[config.mk]
export PLATFORM = sky130hd
export DESIGN_NAME = decaying_wave_led_folder_flat
export DESIGN_NICKNAME = d
export VERILOG_FILES = /design/src/hdl/dwlf_pkg.sv /design/src/hdl/dwlf_in_if.sv /design/src/hdl/dwlf_out_if.sv /design/src/hdl/dwlf_ram.sv /design/src/hdl/dwlf_seq.sv /design/src/hdl/dwlf_dp.sv /design/src/hdl/decaying_wave_led_folder.sv /design/src/flat_wrapper.sv
export SDC_FILE = /design/constraint.sdc
export NUM_CORES = 2
export LEC_CHECK = 0
export BUFFER_PORTS_ARGS = -buffer_cell sky130_fd_sc_hd__buf_2
export CAP_MARGIN = 30
export CELL_PAD_IN_SITES_DETAIL_PLACEMENT = 1
export CELL_PAD_IN_SITES_GLOBAL_PLACEMENT = 2
export CORE_MARGIN = 2
export CORE_UTILIZATION = 50
export CTS_BUF_LIST = sky130_fd_sc_hd__clkbuf_4 sky130_fd_sc_hd__clkbuf_8
export DETAILED_ROUTE_END_ITERATION = 16
export HOLD_SLACK_MARGIN = 0.03
export PLACE_DENSITY_LB_ADDON = 0.1
export SYNTH_ARGS = -nofsm -noshare
export SYNTH_HDL_FRONTEND = slang
export SYNTH_SLANG_ARGS = --single-unit
[constraint.sdc]
create_clock -name clk_i -period 21.4 [get_ports clk_i]
set_clock_uncertainty 0.1 [all_clocks]
set_input_delay 1.07 -clock clk_i [delete_from_list [all_inputs] [get_ports clk_i]]
set_output_delay 1.07 -clock clk_i [all_outputs]
set_load 0.01 [all_outputs]
[src/hdl/dwlf_pkg.sv]
// Package for the decaying wave LED folder.
// Holds sizes, fixed-point constants, sequencer states, control struct and tap addressing.
// No dependencies.
package dwlf_pkg;

  localparam int PIXELS   = 30;
  localparam int ROWS     = 5;
  localparam int WAVE_LEN = ROWS * PIXELS;

  localparam int ADDR_W  = (WAVE_LEN > 1) ? $clog2(WAVE_LEN) : 1;
  localparam int PIX_W   = (PIXELS > 1) ? $clog2(PIXELS) : 1;
  localparam int ROW_W   = (ROWS > 1) ? $clog2(ROWS) : 1;
  localparam int LEVEL_W = 16;
  localparam int ACC_W   = LEVEL_W + ((ROWS > 1) ? $clog2(ROWS) : 0);
  localparam int DECAY_W = 16;
  localparam int DIST_W  = 12;
  localparam int IDX_W   = 5;
  localparam int COLOR_W = 8;
  localparam int MUL_W   = LEVEL_W + DECAY_W;

  localparam logic [DECAY_W-1:0] DECAY_RESET = 16'd64815;
  localparam logic [LEVEL_W-1:0] FULL_LEVEL  = 16'd65280;
  // 255 * 5: from here on the head level is zero
  localparam logic [DIST_W-1:0]  FAR_MM      = 12'd1275;
  // floor(mm * 256 / 5) = 51 * mm + floor(mm / 5); mm / 5 = (mm * 52429) >> 18
  localparam int                 DIV5_INT     = 51;
  localparam logic [DECAY_W-1:0] RECIP5       = 16'd52429;
  localparam int                 RECIP5_SHIFT = 18;

  typedef enum logic [3:0] {
    ST_CLEAR,
    ST_IDLE,
    ST_SHIFT,
    ST_DRAIN,
    ST_HEAD_MUL,
    ST_HEAD_WR,
    ST_SUM,
    ST_SUM_WAIT,
    ST_EMIT
  } state_e;

  typedef enum logic [1:0] {
    WSEL_ZERO,
    WSEL_DECAY,
    WSEL_HEAD
  } wsel_e;

  typedef struct packed {
    logic              mm_load;
    logic              mul_head;
    logic              acc_clr;
    logic              acc_add;
    logic              we;
    wsel_e             wsel;
    logic [ADDR_W-1:0] waddr;
    logic              out_load;
  } ctrl_t;

  // serpentine tap: even rows run forward, odd rows backward
  function automatic logic [ADDR_W-1:0] tap_addr(input logic [ROW_W-1:0] row,
                                                 input logic [PIX_W-1:0] pix);
    logic [ADDR_W:0] res;
    if (row[0]) begin
      res = (ADDR_W+1)'((int'(row) + 1) * PIXELS - 1 - int'(pix));
    end else begin
      res = (ADDR_W+1)'(int'(row) * PIXELS + int'(pix));
    end
    return res[ADDR_W-1:0];
  endfunction

endpackage

[src/hdl/dwlf_in_if.sv]
// Sample request channel: valid/ready plus distance payload.
// Depends on dwlf_pkg.
interface dwlf_in_if import dwlf_pkg::*; ();
  logic              valid;
  logic              ready;
  logic [DIST_W-1:0] distance_mm;

  modport source (output valid, output distance_mm, input ready);
  modport sink   (input valid, input distance_mm, output ready);
endinterface

[src/hdl/dwlf_out_if.sv]
// Pixel result channel: valid/ready plus pixel index, colors and last flag.
// Depends on dwlf_pkg.
interface dwlf_out_if import dwlf_pkg::*; ();
  logic               valid;
  logic               ready;
  logic [IDX_W-1:0]   pixel_index;
  logic [COLOR_W-1:0] red;
  logic [COLOR_W-1:0] blue;
  logic               last;

  modport source (output valid, output pixel_index, output red, output blue, output last,
                  input ready);
  modport sink   (input valid, input pixel_index, input red, input blue, input last,
                  output ready);
endinterface

[src/hdl/dwlf_ram.sv]
// Generic single-write, single-read RAM with registered read data.
// No dependencies.
module dwlf_ram #(
  parameter int WIDTH = 16,
  parameter int DEPTH = 150,
  parameter int AW    = (DEPTH > 1) ? $clog2(DEPTH) : 1
) (
  input  logic             clk_i,
  input  logic             we_i,
  input  logic [AW-1:0]    waddr_i,
  input  logic [WIDTH-1:0] wdata_i,
  input  logic [AW-1:0]    raddr_i,
  output logic [WIDTH-1:0] rdata_o
);

  logic [WIDTH-1:0] mem [DEPTH];
  logic [WIDTH-1:0] rdata_q;

  always_ff @(posedge clk_i) begin
    if (we_i) begin
      mem[waddr_i] <= wdata_i;
    end
    rdata_q <= mem[raddr_i];
  end

  assign rdata_o = rdata_q;

endmodule

[src/hdl/dwlf_seq.sv]
// Sequencer: clear sweep, shift-and-decay pass, head write, per-pixel tap sums, emit.
// Depends on dwlf_pkg.
module dwlf_seq import dwlf_pkg::*; (
  input  logic              clk_i,
  input  logic              rst_ni,
  input  logic              in_valid_i,
  output logic              in_ready_o,
  input  logic              out_ready_i,
  output logic              out_valid_o,
  output logic [IDX_W-1:0]  pixel_index_o,
  output logic              last_o,
  output logic [ADDR_W-1:0] raddr_o,
  output ctrl_t             ctrl_o
);

  state_e            state_q, state_d;
  logic [ADDR_W-1:0] cnt_q, cnt_d;
  logic [ROW_W-1:0]  row_q, row_d;
  logic [PIX_W-1:0]  pix_q, pix_d;
  logic              p1_vld_q, p2_vld_q;
  logic [ADDR_W-1:0] p1_addr_q, p2_addr_q;
  logic              rv_q;
  logic              out_vld_q, out_vld_d;
  logic [IDX_W-1:0]  idx_q, idx_d;
  logic              last_q, last_d;
  logic              slot_free;
  logic              accept;
  logic              row_end, pix_end, clr_end;

  assign slot_free = !out_vld_q || out_ready_i;
  assign accept    = (state_q == ST_IDLE) && in_valid_i;
  assign row_end   = (row_q == ROW_W'(ROWS - 1));
  assign pix_end   = (pix_q == PIX_W'(PIXELS - 1));
  assign clr_end   = (cnt_q == ADDR_W'(WAVE_LEN - 1));

  always_comb begin
    state_d = state_q;
    case (state_q)
      ST_CLEAR:    if (clr_end) state_d = ST_IDLE;
      ST_IDLE:     if (in_valid_i) state_d = ST_SHIFT;
      ST_SHIFT:    if (cnt_q == '0) state_d = ST_DRAIN;
      ST_DRAIN:    if (!p1_vld_q && !p2_vld_q) state_d = ST_HEAD_MUL;
      ST_HEAD_MUL: state_d = ST_HEAD_WR;
      ST_HEAD_WR:  state_d = ST_SUM;
      ST_SUM:      if (row_end) state_d = ST_SUM_WAIT;
      ST_SUM_WAIT: state_d = ST_EMIT;
      ST_EMIT: begin
        if (slot_free) begin
          state_d = pix_end ? ST_IDLE : ST_SUM;
        end
      end
      default:     state_d = ST_IDLE;
    endcase
  end

  always_comb begin
    ctrl_o          = '0;
    ctrl_o.wsel     = WSEL_ZERO;
    ctrl_o.mm_load  = accept;
    ctrl_o.mul_head = (state_q == ST_HEAD_MUL);
    ctrl_o.acc_add  = rv_q;
    ctrl_o.out_load = (state_q == ST_EMIT) && slot_free;
    ctrl_o.acc_clr  = (state_q == ST_HEAD_WR) || ctrl_o.out_load;
    if (state_q == ST_CLEAR) begin
      ctrl_o.we    = 1'b1;
      ctrl_o.wsel  = WSEL_ZERO;
      ctrl_o.waddr = cnt_q;
    end else if (state_q == ST_HEAD_WR) begin
      ctrl_o.we    = 1'b1;
      ctrl_o.wsel  = WSEL_HEAD;
      ctrl_o.waddr = '0;
    end else if (p2_vld_q) begin
      ctrl_o.we    = 1'b1;
      ctrl_o.wsel  = WSEL_DECAY;
      ctrl_o.waddr = p2_addr_q;
    end
    raddr_o = (state_q == ST_SHIFT) ? cnt_q : tap_addr(row_q, pix_q);
  end

  always_comb begin
    cnt_d     = cnt_q;
    row_d     = row_q;
    pix_d     = pix_q;
    out_vld_d = out_vld_q && !out_ready_i;
    idx_d     = idx_q;
    last_d    = last_q;
    case (state_q)
      ST_CLEAR:   cnt_d = cnt_q + 1'b1;
      ST_IDLE:    if (in_valid_i) cnt_d = ADDR_W'(WAVE_LEN - 2);
      ST_SHIFT:   cnt_d = cnt_q - 1'b1;
      ST_HEAD_WR: begin
        pix_d = '0;
        row_d = '0;
      end
      ST_SUM:     row_d = row_end ? '0 : row_q + 1'b1;
      ST_EMIT: begin
        if (slot_free) begin
          out_vld_d = 1'b1;
          idx_d     = IDX_W'(pix_q);
          last_d    = pix_end;
          pix_d     = pix_q + 1'b1;
        end
      end
      default: ;
    endcase
  end

  always_ff @(posedge clk_i or negedge rst_ni) begin
    if (!rst_ni) begin
      state_q   <= ST_CLEAR;
      cnt_q     <= '0;
      row_q     <= '0;
      pix_q     <= '0;
      p1_vld_q  <= 1'b0;
      p2_vld_q  <= 1'b0;
      p1_addr_q <= '0;
      p2_addr_q <= '0;
      rv_q      <= 1'b0;
      out_vld_q <= 1'b0;
      idx_q     <= '0;
      last_q    <= 1'b0;
    end else begin
      state_q   <= state_d;
      cnt_q     <= cnt_d;
      row_q     <= row_d;
      pix_q     <= pix_d;
      p1_vld_q  <= (state_q == ST_SHIFT);
      p1_addr_q <= cnt_q + 1'b1;
      p2_vld_q  <= p1_vld_q;
      p2_addr_q <= p1_addr_q;
      rv_q      <= (state_q == ST_SUM);
      out_vld_q <= out_vld_d;
      idx_q     <= idx_d;
      last_q    <= last_d;
    end
  end

  assign in_ready_o    = (state_q == ST_IDLE);
  assign out_valid_o   = out_vld_q;
  assign pixel_index_o = idx_q;
  assign last_o        = last_q;

endmodule

[src/hdl/dwlf_dp.sv]
// Datapath: decay register, shared multiplier, head level, tap accumulator, color output.
// Depends on dwlf_pkg.
module dwlf_dp import dwlf_pkg::*; (
  input  logic               clk_i,
  input  logic               rst_ni,
  input  ctrl_t              ctrl_i,
  input  logic               decay_we_i,
  input  logic [DECAY_W-1:0] decay_factor_i,
  input  logic [DIST_W-1:0]  distance_mm_i,
  input  logic [LEVEL_W-1:0] rdata_i,
  output logic [LEVEL_W-1:0] wdata_o,
  output logic [COLOR_W-1:0] red_o,
  output logic [COLOR_W-1:0] blue_o
);

  logic [DECAY_W-1:0] decay_q;
  logic [DIST_W-1:0]  mm_q;
  logic [MUL_W-1:0]   mul_q;
  logic [LEVEL_W-1:0] mul_a;
  logic [DECAY_W-1:0] mul_b;
  logic [MUL_W-1:0]   quot5;
  logic [LEVEL_W:0]   head_q8;
  logic [LEVEL_W-1:0] head_lvl;
  logic [ACC_W-1:0]   acc_q, acc_d;
  logic [LEVEL_W-1:0] sum_c, rest;
  logic [COLOR_W-1:0] red_q, blue_q;

  always_ff @(posedge clk_i or negedge rst_ni) begin
    if (!rst_ni) begin
      decay_q <= DECAY_RESET;
    end else if (decay_we_i) begin
      decay_q <= decay_factor_i;
    end
  end

  // one multiplier: decay products during the shift pass, reciprocal of 5 for the head
  assign mul_a = ctrl_i.mul_head ? LEVEL_W'(mm_q) : rdata_i;
  assign mul_b = ctrl_i.mul_head ? RECIP5 : decay_q;

  assign quot5    = mul_q >> RECIP5_SHIFT;
  assign head_q8  = (LEVEL_W+1)'(int'(mm_q) * DIV5_INT) + (LEVEL_W+1)'(quot5);
  assign head_lvl = (mm_q >= FAR_MM) ? '0 : FULL_LEVEL - head_q8[LEVEL_W-1:0];

  always_comb begin
    case (ctrl_i.wsel)
      WSEL_DECAY: wdata_o = mul_q[MUL_W-1 -: LEVEL_W];
      WSEL_HEAD:  wdata_o = head_lvl;
      default:    wdata_o = '0;
    endcase
  end

  always_comb begin
    acc_d = acc_q;
    if (ctrl_i.acc_clr) begin
      acc_d = '0;
    end else if (ctrl_i.acc_add) begin
      acc_d = acc_q + ACC_W'(rdata_i);
    end
  end

  assign sum_c = (acc_q > ACC_W'(FULL_LEVEL)) ? FULL_LEVEL : acc_q[LEVEL_W-1:0];
  assign rest  = FULL_LEVEL - sum_c;

  always_ff @(posedge clk_i) begin
    mul_q <= MUL_W'(mul_a) * MUL_W'(mul_b);
    acc_q <= acc_d;
    if (ctrl_i.mm_load) begin
      mm_q <= distance_mm_i;
    end
    if (ctrl_i.out_load) begin
      red_q  <= sum_c[LEVEL_W-1 -: COLOR_W];
      blue_q <= rest[LEVEL_W-1 -: COLOR_W];
    end
  end

  assign red_o  = red_q;
  assign blue_o = blue_q;

endmodule

[src/hdl/decaying_wave_led_folder.sv]
// Each request runs a shift-and-decay pass over the wave store, a head write and the per-pixel
// tap sums; the single RAM read port, visited once per moved level and once per tap, sets
// the pace. A new request is taken only after the last pixel of the previous one is loaded.
// Results leave one per pixel.
// Reset: async active low; a clearing sweep over all WAVE_LEN (150) addresses zeroes the wave store,
// with no request taken meanwhile. Decay register resets to 64815.
// Depends on dwlf_pkg, dwlf_in_if, dwlf_out_if, dwlf_ram, dwlf_seq, dwlf_dp.
module decaying_wave_led_folder import dwlf_pkg::*; (
  input  logic               clk_i,
  input  logic               rst_ni,
  dwlf_in_if.sink            sample_i,
  dwlf_out_if.source         pixel_o,
  input  logic               decay_we_i,
  input  logic [DECAY_W-1:0] decay_factor_i
);

  ctrl_t              ctrl;
  logic [ADDR_W-1:0]  raddr;
  logic [LEVEL_W-1:0] rdata;
  logic [LEVEL_W-1:0] wdata;

  dwlf_seq u_seq (
    .clk_i         (clk_i),
    .rst_ni        (rst_ni),
    .in_valid_i    (sample_i.valid),
    .in_ready_o    (sample_i.ready),
    .out_ready_i   (pixel_o.ready),
    .out_valid_o   (pixel_o.valid),
    .pixel_index_o (pixel_o.pixel_index),
    .last_o        (pixel_o.last),
    .raddr_o       (raddr),
    .ctrl_o        (ctrl)
  );

  dwlf_dp u_dp (
    .clk_i          (clk_i),
    .rst_ni         (rst_ni),
    .ctrl_i         (ctrl),
    .decay_we_i     (decay_we_i),
    .decay_factor_i (decay_factor_i),
    .distance_mm_i  (sample_i.distance_mm),
    .rdata_i        (rdata),
    .wdata_o        (wdata),
    .red_o          (pixel_o.red),
    .blue_o         (pixel_o.blue)
  );

  dwlf_ram #(
    .WIDTH (LEVEL_W),
    .DEPTH (WAVE_LEN),
    .AW    (ADDR_W)
  ) u_wave_ram (
    .clk_i   (clk_i),
    .we_i    (ctrl.we),
    .waddr_i (ctrl.waddr),
    .wdata_i (wdata),
    .raddr_i (raddr),
    .rdata_o (rdata)
  );

endmodule

[src/flat_wrapper.sv]
// flat-port wrapper written by rule: the top's interface ports become plain ports
module decaying_wave_led_folder_flat import dwlf_pkg::*;
  (clk_i, rst_ni, decay_we_i, decay_factor_i, sample_i_valid, sample_i_distance_mm, sample_i_ready, pixel_o_valid, pixel_o_pixel_index, pixel_o_red, pixel_o_blue, pixel_o_last, pixel_o_ready);
  dwlf_in_if sample_i_i ();
  dwlf_out_if pixel_o_i ();
  input  logic clk_i;
  input  logic rst_ni;
  input  logic decay_we_i;
  input  logic [DECAY_W-1:0] decay_factor_i;
  input wire logic [$bits(sample_i_i.valid)-1:0] sample_i_valid;
  input wire logic [$bits(sample_i_i.distance_mm)-1:0] sample_i_distance_mm;
  output wire logic [$bits(sample_i_i.ready)-1:0] sample_i_ready;
  output wire logic [$bits(pixel_o_i.valid)-1:0] pixel_o_valid;
  output wire logic [$bits(pixel_o_i.pixel_index)-1:0] pixel_o_pixel_index;
  output wire logic [$bits(pixel_o_i.red)-1:0] pixel_o_red;
  output wire logic [$bits(pixel_o_i.blue)-1:0] pixel_o_blue;
  output wire logic [$bits(pixel_o_i.last)-1:0] pixel_o_last;
  input wire logic [$bits(pixel_o_i.ready)-1:0] pixel_o_ready;
  assign sample_i_i.valid = sample_i_valid;
  assign sample_i_i.distance_mm = sample_i_distance_mm;
  assign sample_i_ready = sample_i_i.ready;
  assign pixel_o_valid = pixel_o_i.valid;
  assign pixel_o_pixel_index = pixel_o_i.pixel_index;
  assign pixel_o_red = pixel_o_i.red;
  assign pixel_o_blue = pixel_o_i.blue;
  assign pixel_o_last = pixel_o_i.last;
  assign pixel_o_i.ready = pixel_o_ready;
  decaying_wave_led_folder u_core (.clk_i(clk_i), .rst_ni(rst_ni), .sample_i(sample_i_i), .pixel_o(pixel_o_i), .decay_we_i(decay_we_i), .decay_factor_i(decay_factor_i));
endmodule
==> run summary <==
Status
* **outcome** finished, final reports clean

Setup path
* **critical path type** flop to flop
* **WP data arrival** 9480 ps
* **type of destination of the critical path** flop
* **startpoint kind of the worst setup timing path** flop
* **Req. time, crit path** 22,260 ps
* **largest fanout on the critical path** 65

Global routing
* **initial antenna violation count** 12
* **number of global-route vias before repair** 80,100
* **wire length of the first global-routing pass** 531,000 microns
* **global-route congestion overflow total** 0
* **aggregate global-route resource usage** 31.0%
* **pin count of the biggest net entering global routing** 159

Synth
* **count of unique library cells instantiated by Yosys** 77
* **Gate Count Post-Synth** 9,185
* **area of the mapped netlist** 113,000 sq um
* **number of enable flip-flop cells after synthesis** 2,428
* **dominant register cell in the synthesized netlist** edfxtp_1
* **synthesized net count** 9,646
* **portion of synthesized cell area occupied by the leading cell type** 64.4%
* **library cell with the largest summed area after synthesis** edfxtp_1
* **flip-flop and latch count after synthesis** 2,541
* **Avg Cell Area, Syn** 12.3 sq um
* **share of the yosys chip area belonging to registers** 66.7%
* **async set or reset register ratio after synthesis** 2.44%
* **Synth area leaders** edfxtp_1 64%, nand2_1 8.7%, fa_1 4.2%
* **count of synthesis-stage warnings from yosys** 0

Route
* **average vias per placed instance** 6.06
* **antenna-violating nets left** 0
* **total detailed-routing wirelength** 359,000 microns
* **Via Count** 77,200
* **routed wirelength normalized by instance count** 28.2 microns
* **Initial DRC Count** 7,182
* **drt pass-1 iters** 6
* **remaining design rule violation count** 0

Placement
* **instance area after placement** 118,000 sq um
* **count of input and output buffers** 56
* **cell count after placement** 12,000
* **final estimated routing congestion in global placement** 0.869
* **HPWL Detailed** 214,000 microns
* **worst setup slack after placement** 13,040 ps

CTS
* **maximum level of the CTS H-tree** 5
* **clock root buffer** clkbuf_8
* **CTS sink cnt** 2,541
* **CTS buffer count** 437
* **number of gates given a new drive strength after cts** 0
* **number of buffers between clock root and the deepest sink** 4
* **clock tree from TritonCTS** done
* **clock-pin slew on the worst setup and hold paths** 70 ps
* **clock network latency to the later pin of the worst-skew pair** 1120 ps

Cells and area
* **non-filler cells, final** 12,700
* **total area of sequential cells** 75,500 sq um
* **number of nets in the layout** 9,882
* **fraction of final layout cells sized beyond drive strength 1** 11.9%
* **layout filler cell count** 22,600
* **area added between synthesis and finish** 11.4%
* **Final Cell Area** 126,000 sq um
* **total area of multi-input combinational cells** 34,200 sq um

Timing
* **Total Neg Setup Slack** 0 ps
* **Tmin final** 8610 ps
* **final number of setup-violating endpoints** 0
* **transition time at the pin with the least slew margin** 1090 ps
* **Relative slew margins** 26.6%
* **count of final max-slew check failures** 0
* **worst setup margin** 12,790 ps
* **Achievable Freq** 0.116 GHz
* **final number of hold-violating endpoints** 0
* **Final period util** 40.2%
* **RSZ-0062 raised after global routing** no

Floorplan
* **placeable core region** 225,000 sq um
* **Initial Util** 50.3%
* **die boundary height** 480 microns
* **Die X** 480 microns
* **number of placement rows** 174
* **Total Die Area** 230,000 sq um
* **number of placed I/O pins** 57

Flow run
* **Max-Cap Viols** 0

Min path
* **path class of the lowest-slack min-delay path** input pin to flop

[cells by family after synthesis]
family,after synthesis,share of synthesized area [%]
AOI/OAI and AO/OA,977,6.59
xor gates and xnor gates,72,0.557
adders and majority gates,428,6.31
buffers and inverters,937,3.40
DFF,2541,66.7
muxes,54,0.553
and+or+nand+nor,4176,15.9
[path summary, 6_finish.rpt]
path                       cells past startpoint                                 from  slack (ps)                                   to
max in group asynchronous                      3                               rst_ni       19920      u_core.u_seq.p2_vld_q$_DFF_PN0_
max                                           25  u_core.u_seq.state_q[2]$_DFFE_PN0P_       12790        u_core.u_dp.mul_q[28]$_DFF_P_
min reg2reg                                    0  u_core.u_seq.p1_addr_q[1]$_DFF_PN0_         250  u_core.u_seq.p2_addr_q[1]$_DFF_PN0_
min in group asynchronous                      3                               rst_ni         630    u_core.u_seq.row_q[1]$_DFFE_PN0P_
max reg2reg                                   25  u_core.u_seq.state_q[2]$_DFFE_PN0P_       12790        u_core.u_dp.mul_q[28]$_DFF_P_
min                                            1              sample_i_distance_mm[5]         150        u_core.u_dp.mm_q[5]$_DFFE_PP_
[layout make-up]
type	count	share of cell area [%]
Multi-Input combinational cell	5707	27.1
Clock buffer	602	5.77
Sequential cell	2541	59.8
Tap cell	2992	2.97
Antenna cell	14	0.0278
Inverter	338	1.01
Clock inverter	151	0.623
Timing Repair Buffer	396	2.66
[registers in the layout, indices dropped and copies added (netlist names), 12 cells and up]
register and count:
u_core.u_dp.mm_q 12, u_core.u_wave_ram.mem 2400, u_core.u_dp.decay_q 16, u_core.u_dp.mul_q 16, u_core.u_dp.acc_q 19, u_core.u_wave_ram.rdata_o 16
[layer usage]
| metal | up-vias | track usage, % | part of all wire, % |
|---|---|---|---|
| met1 | 40100 | 42.6 | 42 |
| li1 | 33600 | - | - |
| met4 | 6 | 12.1 | 3.8 |
| met3 | 655 | 4.68 | 6.6 |
| met5 | - | 0 | 0.015 |
| met2 | 2815 | 50.0 | 48 |
[layout by cell type (no fill, tap or decap), drive strengths merged, types with 51 or more instances in the layout]
cell	instances
inv	345
xnor2	53
nor2	284
dfxtp	51
o21ai	150
ha	189
a21oi	76
clkbuf	602
a31oi	51
edfxtp	2428
nand3	694
nand2	2616
clkinv	137
and3	376
fa	239
buf	391
a311oi	438
[timing repair]
| action | in CTS | in global routing |
|---|---|---|
| endpoints found under the hold margin | 4 | 0 |
| hold buffers | 4 | 0 |
| buffers inserted | 0 | 0 |
[cell usage after synthesis, drive strengths merged, types with 9 or more instances]
library cell,instances
o21ai,150
and2,40
o2bb2ai,15
a21oi,76
dfxtp,51
xnor2,53
a211oi,9
buf,266
dfstp,12
nand2b,22
dfrtp,50
mux2i,31
o21bai,22
a2111oi,16
or2,14
clkbuf,333
a21boi,35
inv,337
ha,189
a311o,17
or4,31
and3,376
xor2,19
a21o,23
a311oi,438
nand3,694
edfxtp,2428
nor3,31
o211ai,50
nand4,10
fa,239
or3,10
a22oi,20
nand2,2616
a31oi,51
nor2,284
mux2,19
nor2b,25
[through the flow]
stage               hold WS, ps  utilization (%)
finish                      147             56.1
global route               59.5             56.0
CTS                        36.5             55.9
detailed placement          236             52.3
global placement            233             52.1
floorplan                   231                -
[worst max-delay path: stages (launching register included)]
cell and delay, ps:
dfrtp_1 530, nor2b_1 370, nand2_2 80, buf_4 320, o21ai_0 890, nand2_1 160, fa_1 510, fa_1 540
fa_1 520, inv_1 60, fa_1 510, fa_1 500, inv_1 50, fa_1 480, inv_1 40, ha_1 260
o21ai_0 350, a221oi_1 160, a31o_2 280, a31o_2 260, a41oi_1 230, buf_4 230, a21boi_0 220, a311o_1 460
a21oi_1 200, xnor2_1 140
Power is left out: the tool's default activity adds up to more than one toggle a clock period on the data nets, which glitch-free logic cannot reach.
